File: src/rtl/mch_pkg.sv
package mch_pkg;

    localparam int CordicStages = 16;
    localparam int CordicW      = 36;
    localparam int ZW           = 28;

    localparam logic [2:0] RegBiasX     = 3'd0;
    localparam logic [2:0] RegBiasY     = 3'd1;
    localparam logic [2:0] RegBiasZ     = 3'd2;
    localparam logic [2:0] RegScaleX    = 3'd3;
    localparam logic [2:0] RegScaleY    = 3'd4;
    localparam logic [2:0] RegScaleZ    = 3'd5;
    localparam logic [2:0] RegFieldGain = 3'd6;
    localparam logic [2:0] RegTempGain  = 3'd7;

    localparam logic signed [ZW-1:0] TempOffsetQ16 = 28'sd2131886;

    function automatic logic signed [ZW-1:0] atan_deg(input logic [4:0] i);
        logic signed [ZW-1:0] v;
        unique case (i)
            5'd0:  v = 28'sd2949120;
            5'd1:  v = 28'sd1740967;
            5'd2:  v = 28'sd919879;
            5'd3:  v = 28'sd466945;
            5'd4:  v = 28'sd234379;
            5'd5:  v = 28'sd117304;
            5'd6:  v = 28'sd58666;
            5'd7:  v = 28'sd29335;
            5'd8:  v = 28'sd14668;
            5'd9:  v = 28'sd7334;
            5'd10: v = 28'sd3667;
            5'd11: v = 28'sd1833;
            5'd12: v = 28'sd917;
            5'd13: v = 28'sd458;
            5'd14: v = 28'sd229;
            5'd15: v = 28'sd115;
            5'd16: v = 28'sd57;
            5'd17: v = 28'sd29;
            5'd18: v = 28'sd14;
            5'd19: v = 28'sd7;
            5'd20: v = 28'sd4;
            5'd21: v = 28'sd2;
            5'd22: v = 28'sd1;
            default: v = 28'sd0;
        endcase
        return v;
    endfunction

    // Corrected-axis word travelling through the CORDIC.
    typedef struct packed {
        logic [23:0] field_x;
        logic [23:0] field_y;
        logic [23:0] field_z;
        logic [15:0] temperature;
        logic [1:0]  special;   // 0 none, 1 forced heading
        logic [8:0]  forced;
    } t_side;

endpackage

File: src/rtl/mch_cordic_stage.sv
module mch_cordic_stage (
    input  logic                               i_clk,
    input  logic                               i_rst_n,
    input  logic                               i_en,
    input  logic [4:0]                         i_idx,
    input  logic                               i_valid,
    input  logic signed [mch_pkg::CordicW-1:0] i_x,
    input  logic signed [mch_pkg::CordicW-1:0] i_y,
    input  logic signed [mch_pkg::ZW-1:0]      i_z,
    input  mch_pkg::t_side                     i_side,
    output logic                               o_valid,
    output logic signed [mch_pkg::CordicW-1:0] o_x,
    output logic signed [mch_pkg::CordicW-1:0] o_y,
    output logic signed [mch_pkg::ZW-1:0]      o_z,
    output mch_pkg::t_side                     o_side
);
    logic signed [mch_pkg::CordicW-1:0] w_xs, w_ys;

    assign w_xs = i_x >>> i_idx;
    assign w_ys = i_y >>> i_idx;

    always_ff @(posedge i_clk) begin
        if (!i_rst_n) begin
            o_valid <= 1'b0;
        end else if (i_en) begin
            o_valid <= i_valid;
        end
        if (i_en) begin
            o_side <= i_side;
            if (i_y > 0) begin
                o_x <= i_x + w_ys;
                o_y <= i_y - w_xs;
                o_z <= i_z + mch_pkg::atan_deg(i_idx);
            end else begin
                o_x <= i_x - w_ys;
                o_y <= i_y + w_xs;
                o_z <= i_z - mch_pkg::atan_deg(i_idx);
            end
        end
    end
endmodule

File: config.mk
export PLATFORM = sky130hd
export DESIGN_NAME = mch_cordic_stage
export DESIGN_NICKNAME = d
export VERILOG_FILES = /design/src/rtl/mch_pkg.sv /design/src/rtl/mch_cordic_stage.sv
export SDC_FILE = /design/constraint.sdc
export NUM_CORES = 1
export LEC_CHECK = 0
export BUFFER_PORTS_ARGS = -buffer_cell sky130_fd_sc_hd__buf_2
export CAP_MARGIN = 5
export CORE_ASPECT_RATIO = 1.1
export CORE_MARGIN = 2
export CORE_UTILIZATION = 60
export DETAILED_ROUTE_END_ITERATION = 10
export PLACE_DENSITY = 0.89
export REMOVE_ABC_BUFFERS = 1
export SYNTH_ARGS = -nofsm -noshare
export SYNTH_HDL_FRONTEND = slang
export SYNTH_SLANG_ARGS = --single-unit
File: constraint.sdc
create_clock -name i_clk -period 17.25 [get_ports i_clk]
set_clock_uncertainty 0.2 [all_clocks]
set_input_delay 4.3125 -clock i_clk [delete_from_list [all_inputs] [get_ports i_clk]]
set_output_delay 4.3125 -clock i_clk [all_outputs]
set_load 0.005 [all_outputs]
==> summary.md, run 1 <==
| Metric | Value |
|---|---|
| Multi-input logic area | `11900 um^2` |
| FP Rows | `68` |
| P_leak | `0.00889 uW` |
| Hold Fails Final Rpt | `0` |
| Die width | `173 um` |
| Dominant cell type by area after synthesis | `edfxtp_1` |
| Clock Latency Late Sink | `450 ps` |
| Dpl hpwl | `50400 um` |
| Tot GR Track Use | `39.5%` |
| GP Congestion | `1.04` |
| Top cells by count, synth | `199 x edfxtp_1, 141 x nor2_1, 130 x nand2_1, 129 x a21oi_1, 106 x ha_1` |
| DR vias | `17500` |
| Period utilization | `69.0%` |
| Clock slew at reported path FFs | `90 ps` |
| Power Density | `91.4 nW/um^2` |
| Maximum vdd drop | `0.0000748 V` |
| Final Max Slew Viols | `0` |
| Crit path buf inv count | `2` |
| Root Driver | `clkbuf_16` |
| Number of DRC markers in iteration 0 | `2348` |
| Core Area | `31100 um^2` |
| Post-CTS Resized | `0` |
| Ant. Diodes | `0` |
| Final setup margin | `5350 ps` |
| Postcts setup bufs | `0` |
| Area Growth Syn to Fin | `14.0%` |
| Top post-synthesis cells by area | `edfxtp_1 32%, mux4_2 8.0%, ha_1 7.0%` |
| Pre-CTS setup slack | `5090 ps` |
| I/O pin count | `408` |
| Post-synth top area share | `31.7%` |
| Sequential element share of the synthesized area | `31.8%` |
| Critical Path Fanout Max | `64` |
| Ys async rst share | `0%` |
| Synth unique cells | `112` |
| Clock buffer depth | `2` |
| DRC Markers | `0` |
| Register area | `6000 um^2` |
| Most frequent CP cell | `a21o_1` |
| Port-buffer cells | `407` |
| Ys Warns | `0` |
| DR WL/cell | `25.9 um` |
| Total grt overflow | `0` |
| Die ar. | `32800 um^2` |
| DIE HEIGHT | `190 um` |
| Post-cts hold buffer count | `0` |
| CP Data Required Time | `17270 ps` |
| # clock sinks | `200` |
| Initial antenna violation count | `4` |
| Count leader, synth | `edfxtp_1` |
| Layout cells sized above 1 | `29.1%` |
| Largest net degree at the start of global routing | `78` |
| Max-Cap Viols | `0` |
| Vias in the first global route | `16900` |
| Final Setup Violations | `0` |
| Syn Area/Cell | `10.6 um^2` |
| Status | `finished, final reports clean` |
| CTS tree | `done` |
| CP arrival | `11910 ps` |
| Top Family by Delay on Critical Path | `compound AO/OA/AOI/OAI gates` |
| Gate Count Post-Synth | `1784` |
| Max frequency | `84.1 MHz` |
| CTS H-tree lvls | `4` |
| Crit-path slowest cell | `buf_4` |
| CTS buffer count | `17` |
| Worst Hold Class | `reg2reg` |
| Drt total wl | `66500 um` |
| Nets | `2451` |
| Minimum clock period | `11900 ps` |
| CP max stage delay | `790 ps` |
| Post-synth EDFFs | `199` |
| Endpoint class of the critical path | `register` |
| Register bit total from synthesis | `200` |
| Prevailing post-synth register cell | `edfxtp_1` |
| Worst Max-Slew Pin Slew | `1070 ps` |
| RSZ-0062 raised after global routing | `no` |
| Critical path class | `in2reg` |
| Cell Chain, Critical Path | `buf_6, buf_4, mux4_4, mux2i_1, o22ai_1, nor3_1, nand4b_1, nor4b_2, and4b_1, o211ai_1, o31ai_1, ha_1, a21o_1, a21o_1, a21oi_1, o21ai_0, a21o_1, a311oi_1, o31ai_1, nor3_1, o21bai_1, a21oi_1, xnor2_1` |
| Antenna Nets Post-Route | `0` |
| Final core utilization | `69.0%` |
| TritonRoute pass-1 iters | `7` |
| Initial Util | `60.5%` |
| Synthesized cell area | `18800 um^2` |
| Fill cell count | `2371` |
| Setup TNS | `0 ps` |
| Startpoint class of the critical path | `input pin` |
| DR vias/cell | `6.83` |
| Global-route wire length before repair | `99300 um` |
| Relative slew slack | `26.9%` |
-- worst reg2reg max path, stage by stage (launching register included) --
cell and delay, ps:
dfxtp_1 310, mux2i_1 120, nor2b_1 60
-- through the flow --
step | power, uW | std cells | instance area, um^2 | hold slack, ps
2_1_floorplan | 1180 | 1688 | 18100 | 307
3_3_place_gp | 1480 | 2535 | 20800 | 290
3_5_place_dp | 1500 | 2535 | 20800 | 315
4_1_cts | 1950 | 2567 | 21500 | 335
5_1_grt | 2050 | 2567 | 21500 | 354
6_report | 1960 | 2567 | 21500 | 323
-- cell families after synthesis --
group	Yosys count	synth area share (%)
compound gates	495	17.7
simple gates	484	12.6
mux	200	18.2
flops	200	31.8
xor+xnor	158	7.34
buf+inv	138	4.89
fa+ha+maj	109	7.36
-- final timing paths --
kind / start / end / slack [ps] / cells past startpoint
max: i_idx[0] / o_x[35]$_DFFE_PP_ / 5350 / 23
max reg2reg: o_valid$_SDFFE_PN0P_ / o_valid$_SDFFE_PN0P_ / 16450 / 2
min: o_valid$_SDFFE_PN0P_ / o_valid$_SDFFE_PN0P_ / 320 / 2
min reg2reg: o_valid$_SDFFE_PN0P_ / o_valid$_SDFFE_PN0P_ / 320 / 2
-- registers in the layout, summed over array words and instances, names as in the netlist --
register / flops
o_side: 99
o_valid: 1
o_x: 36
o_y: 36
o_z: 28
-- cells in the final DEF, fill, tap and decap left out, types with 17 or more instances in the layout --
cell type / synthesis / final
nor3_1: 33 / 33
a21o_1: 43 / 43
mux2_2: 44 / 44
clkbuf_16: 0 / 17
buf_2: 20 / 403
o21ai_0: 91 / 91
edfxtp_1: 199 / 199
nor2_1: 141 / 139
ha_1: 106 / 106
buf_4: 14 / 22
and3_1: 17 / 17
nand2_1: 130 / 130
inv_1: 41 / 40
o21a_1: 18 / 18
mux4_2: 67 / 67
a31oi_1: 27 / 27
mux2i_1: 51 / 51
mux4_1: 30 / 30
nor2b_1: 26 / 26
nand3_1: 36 / 36
xnor2_1: 102 / 102
a211oi_1: 18 / 18
a21oi_1: 129 / 129
xor2_1: 56 / 56
nand2b_1: 17 / 17
-- layout make-up --
class	instances	share of cell area [%]
timing repair buffer	427	10.3
clock inverter	15	1.11
sequential	200	27.9
multi-input combinational	1446	55.5
inverter	42	0.734
clock buffer	17	1.98
tap	420	2.45
-- where the power goes --
part	total, uW	internal, uW	switching (uW)
Combinational	834	349	485
Clock	451	208	242
Sequential	678	651	27.2
-- routing by layer --
metal / vias to the layer above / wire length, um / track usage [%]
li1: 7672 / - / -
met1: 8361 / 24000 / 47.3
met2: 1234 / 31800 / 67.0
met3: 249 / 7020 / 9.67
met4: 8 / 3680 / 19.5
met5: - / 56 / 0
Power figures use the tool's default switching activity.
==> inputs of run 2 (changes only) <==
--- a/config.mk
+++ b/config.mk
@@ -9,9 +9,9 @@
 export CAP_MARGIN = 5
 export CORE_ASPECT_RATIO = 1.1
 export CORE_MARGIN = 2
-export CORE_UTILIZATION = 60
+export CORE_UTILIZATION = 57
 export DETAILED_ROUTE_END_ITERATION = 10
-export PLACE_DENSITY = 0.89
+export PLACE_DENSITY = 0.85
 export REMOVE_ABC_BUFFERS = 1
 export SYNTH_ARGS = -nofsm -noshare
 export SYNTH_HDL_FRONTEND = slang
==> constraint.sdc (replaced) <==
create_clock -name i_clk -period 11.9 [get_ports i_clk]
set_clock_uncertainty 0.2 [all_clocks]
set_input_delay 2.975 -clock i_clk [delete_from_list [all_inputs] [get_ports i_clk]]
set_output_delay 2.975 -clock i_clk [all_outputs]
set_load 0.005 [all_outputs]
==> run 2 against run 1 <==
Compared with the run above:
- non-clock buffer count rose by 3
- combinational power rose by 45%
- die area rose by 5.1%
- critical endpoint unchanged
==> summary.md, run 2 (synthesized netlist as in run 1, its figures left out) <==
| Metric | Value |
|---|---|
| Global-route wire length before repair | `99500 um (+0.21%)` |
| DR WL/cell | `26.2 um (+1.2%)` |
| Critical path class | `in2reg` |
| Post-CTS Resized | `0 (unchanged)` |
| CTS buffer count | `17 (unchanged)` |
| Top Family by Delay on Critical Path | `compound AO/OA/AOI/OAI gates` |
| Die width | `177 um (+2.5%)` |
| Switch share | `38.7% (+0.21 points)` |
| CP arrival | `10050 ps (-1860 ps)` |
| Area Growth Syn to Fin | `14.2%` |
| Combinational power share | `42.4% (about the same)` |
| Vias in the first global route | `16800 (-0.89%)` |
| Number of DRC markers in iteration 0 | `2220 (-5.5%)` |
| Int Pwr | `1750 uW (+45%)` |
| Top layer in use | `met5` |
| CP max stage delay | `790 ps (about the same)` |
| Placed cells | `2544 (+0.36%)` |
| Met1 Wirelength | `24800 um (+3.2%)` |
| Period utilization | `84.3%` |
| Largest regs | `o_side (99), o_x (36), o_y (36)` |
| Max reg flops | `99 (unchanged)` |
| Max-Cap Viols | `0 (unchanged)` |
| CP Data Required Time | `11920 ps (-5350 ps)` |
| Worst Max-Slew Pin Slew | `1320 ps (+254 ps)` |
| Crit-path slowest cell | `a222oi_1` |
| Die ar. | `34500 um^2 (+5.1%)` |
| DR vias/cell | `6.78 (-0.72%)` |
| CTS H-tree lvls | `4 (unchanged)` |
| Final Max Slew Viols | `0 (unchanged)` |
| Hold Path End | `o_valid$_SDFFE_PN0P_` |
| Worst Hold Class | `reg2reg` |
| Commonest cells after routing, fill and taps aside | `403 x buf_2, 199 x edfxtp_1, 139 x nor2_1` |
| Nets | `2454 (+0.12%)` |
| Psw | `1110 uW (+46%)` |
| P_leak | `0.00890 uW (+0.20%)` |
| Worst reg2reg endpoint | `o_valid$_SDFFE_PN0P_` |
| Initial antenna violation count | `3 (-1)` |
| RSZ-0062 raised after global routing | `no` |
| FP Rows | `69 (+1.5%)` |
| DR vias | `17500 (-0.33%)` |
| Port-buffer cells | `407 (unchanged)` |
| Fill cell count | `2604 (+9.8%)` |
| Critical Path Fanout Max | `58 (-9.4%)` |
| Power Density | `133 nW/um^2 (+45%)` |
| Drt total wl | `67600 um (+1.6%)` |
| Hold Fails Final Rpt | `0 (unchanged)` |
| Antenna Nets Post-Route | `0 (unchanged)` |
| Root Driver | `clkbuf_16` |
| Tot GR Track Use | `38.2% (-1.4 points)` |
| Initial Util | `58.0% (-2.5 points)` |
| Minimum clock period | `10030 ps` |
| Final std cells w/o fill | `2577 (+0.39%)` |
| Max frequency | `99.7 MHz` |
| Setup TNS | `0 ps (unchanged)` |
| TritonRoute pass-1 iters | `7 (unchanged)` |
| Status | `finished, final reports clean` |
| Most frequent CP cell | `a21o_1` |
| Maximum vdd drop | `0.000107 V (+43%)` |
| Clock buffer depth | `2 (unchanged)` |
| Met3 wire length | `6540 um (-6.8%)` |
| Worst R2R Start | `o_valid$_SDFFE_PN0P_` |
| Post-cts hold buffer count | `0 (unchanged)` |
| R2R depth | `2 (unchanged)` |
| Clock share of power | `23.3% (+0.3 points)` |
| Endpoint class of the critical path | `register` |
| Clock slew at reported path FFs | `90 ps (about the same)` |
| Commonest non-fill, non-tap cell in the layout | `buf_2` |
| Largest net degree at the start of global routing | `128 (+64%)` |
| I/O pin count | `408 (unchanged)` |
| Layout cells sized above 1 | `29.2% (+0.099 points)` |
| Met2 routed WL | `32200 um (+1.2%)` |
| DIE HEIGHT | `195 um (+2.5%)` |
| Total grt overflow | `0 (unchanged)` |
| Dpl hpwl | `51500 um (+2.1%)` |
| CTS tree | `done` |
| Sequential share of power | `34.3% (-0.2 points)` |
| DRC Markers | `0 (unchanged)` |
| Largest Register | `o_side` |
| Postcts setup bufs | `0 (unchanged)` |
| # clock sinks | `200 (unchanged)` |
| Worst hold stages | `2 (unchanged)` |
| Clock Latency Late Sink | `460 ps (about the same)` |
| Cell Chain, Critical Path | `buf_4, inv_1, a222oi_1, nor2_1, a2111oi_2, nand4b_1, nor4b_2, and4b_1, o211ai_1, o31ai_1, ha_1, a21o_1, a21o_1, a21oi_1, o21ai_0, a21o_1, a311oi_1, o31ai_1, nor3_1, o21bai_1, a21oi_1, xnor2_1` |
| R2r setup slk | `11090 ps (-5360 ps)` |
| GP Congestion | `1.05 (+0.84%)` |
| Crit path buf inv count | `2 (unchanged)` |
| Core Area | `32500 um^2 (+4.2%)` |
| Startpoint class of the critical path | `input pin` |
| Relative slew slack | `11.8% (-15 points)` |
| Hold Crit Start | `o_valid$_SDFFE_PN0P_` |
| Final Setup Violations | `0 (unchanged)` |
-- run 2: layer usage --
metal | vias to the layer above | GRT usage [%]
met5 | - | 0
met4 | 4 | 21.0
met3 | 241 | 7.69
met2 | 1131 | 62.8
met1 | 8423 | 46.9
li1 | 7667 | -
-- run 2: worst max-delay path by stage --
stage | startpoint | endpoint | slack [ps] | depth (start not counted)
floorplan | i_idx[1] | o_x[35]$_DFFE_PP_ | 3450 | 21
finish | i_idx[1] | o_x[35]$_DFFE_PP_ | 1870 | 22
global route | i_idx[1] | o_x[35]$_DFFE_PP_ | 1480 | 22
global placement | i_idx[1] | o_x[35]$_DFFE_PP_ | 1910 | 22
CTS | i_idx[1] | o_x[35]$_DFFE_PP_ | 2140 | 22
detailed placement | i_idx[1] | o_x[35]$_DFFE_PP_ | 1670 | 22
-- run 2: tightest hold or removal path: cells and delay by family, from the launching register on --
kind / cells / cell delay, ps
multiplexers: 1 / 120
flip-flops: 1 / 320
AND/OR/NAND/NOR: 1 / 60
-- run 2: power by group through the flow --
stage | clock [uW] | sequential [uW] | combinational, uW
after floorplan | 0 | 1010 | 704
after global placement | 0 | 992 | 1160
after detailed placement | 0 | 994 | 1180
after CTS | 668 | 981 | 1190
after global routing | 697 | 992 | 1300
final | 666 | 980 | 1210
-- run 2: cell type report --
| type | instances | area [um^2] | share of cell area, % |
|---|---|---|---|
| timing repair buffer | 430 | 2240 | 10.4 |
| clock inverter | 15 | 238 | 1.10 |
| clock buffer | 17 | 425 | 1.98 |
| multi-input combinational | 1446 | 11900 | 55.4 |
| tap | 426 | 533 | 2.48 |
| antenna | 1 | 2.50 | 0.0116 |
| inverter | 42 | 158 | 0.733 |
| sequential | 200 | 6000 | 27.9 |
-- run 2: stage by stage --
| step | area, um^2 | setup slack (ps) | total power (uW) | utilization [%] | hold slack (ps) |
|---|---|---|---|---|---|
| floorplan | 18100 | 3450 | 1710 | - | 307 |
| global placement | 20900 | 1910 | 2150 | 64.2 | 295 |
| detailed placement | 20900 | 1670 | 2180 | 64.2 | 326 |
| CTS | 21500 | 2140 | 2840 | 66.3 | 346 |
| global route | 21500 | 1480 | 2990 | 66.3 | 386 |
| finish | 21500 | 1870 | 2860 | 66.3 | 342 |
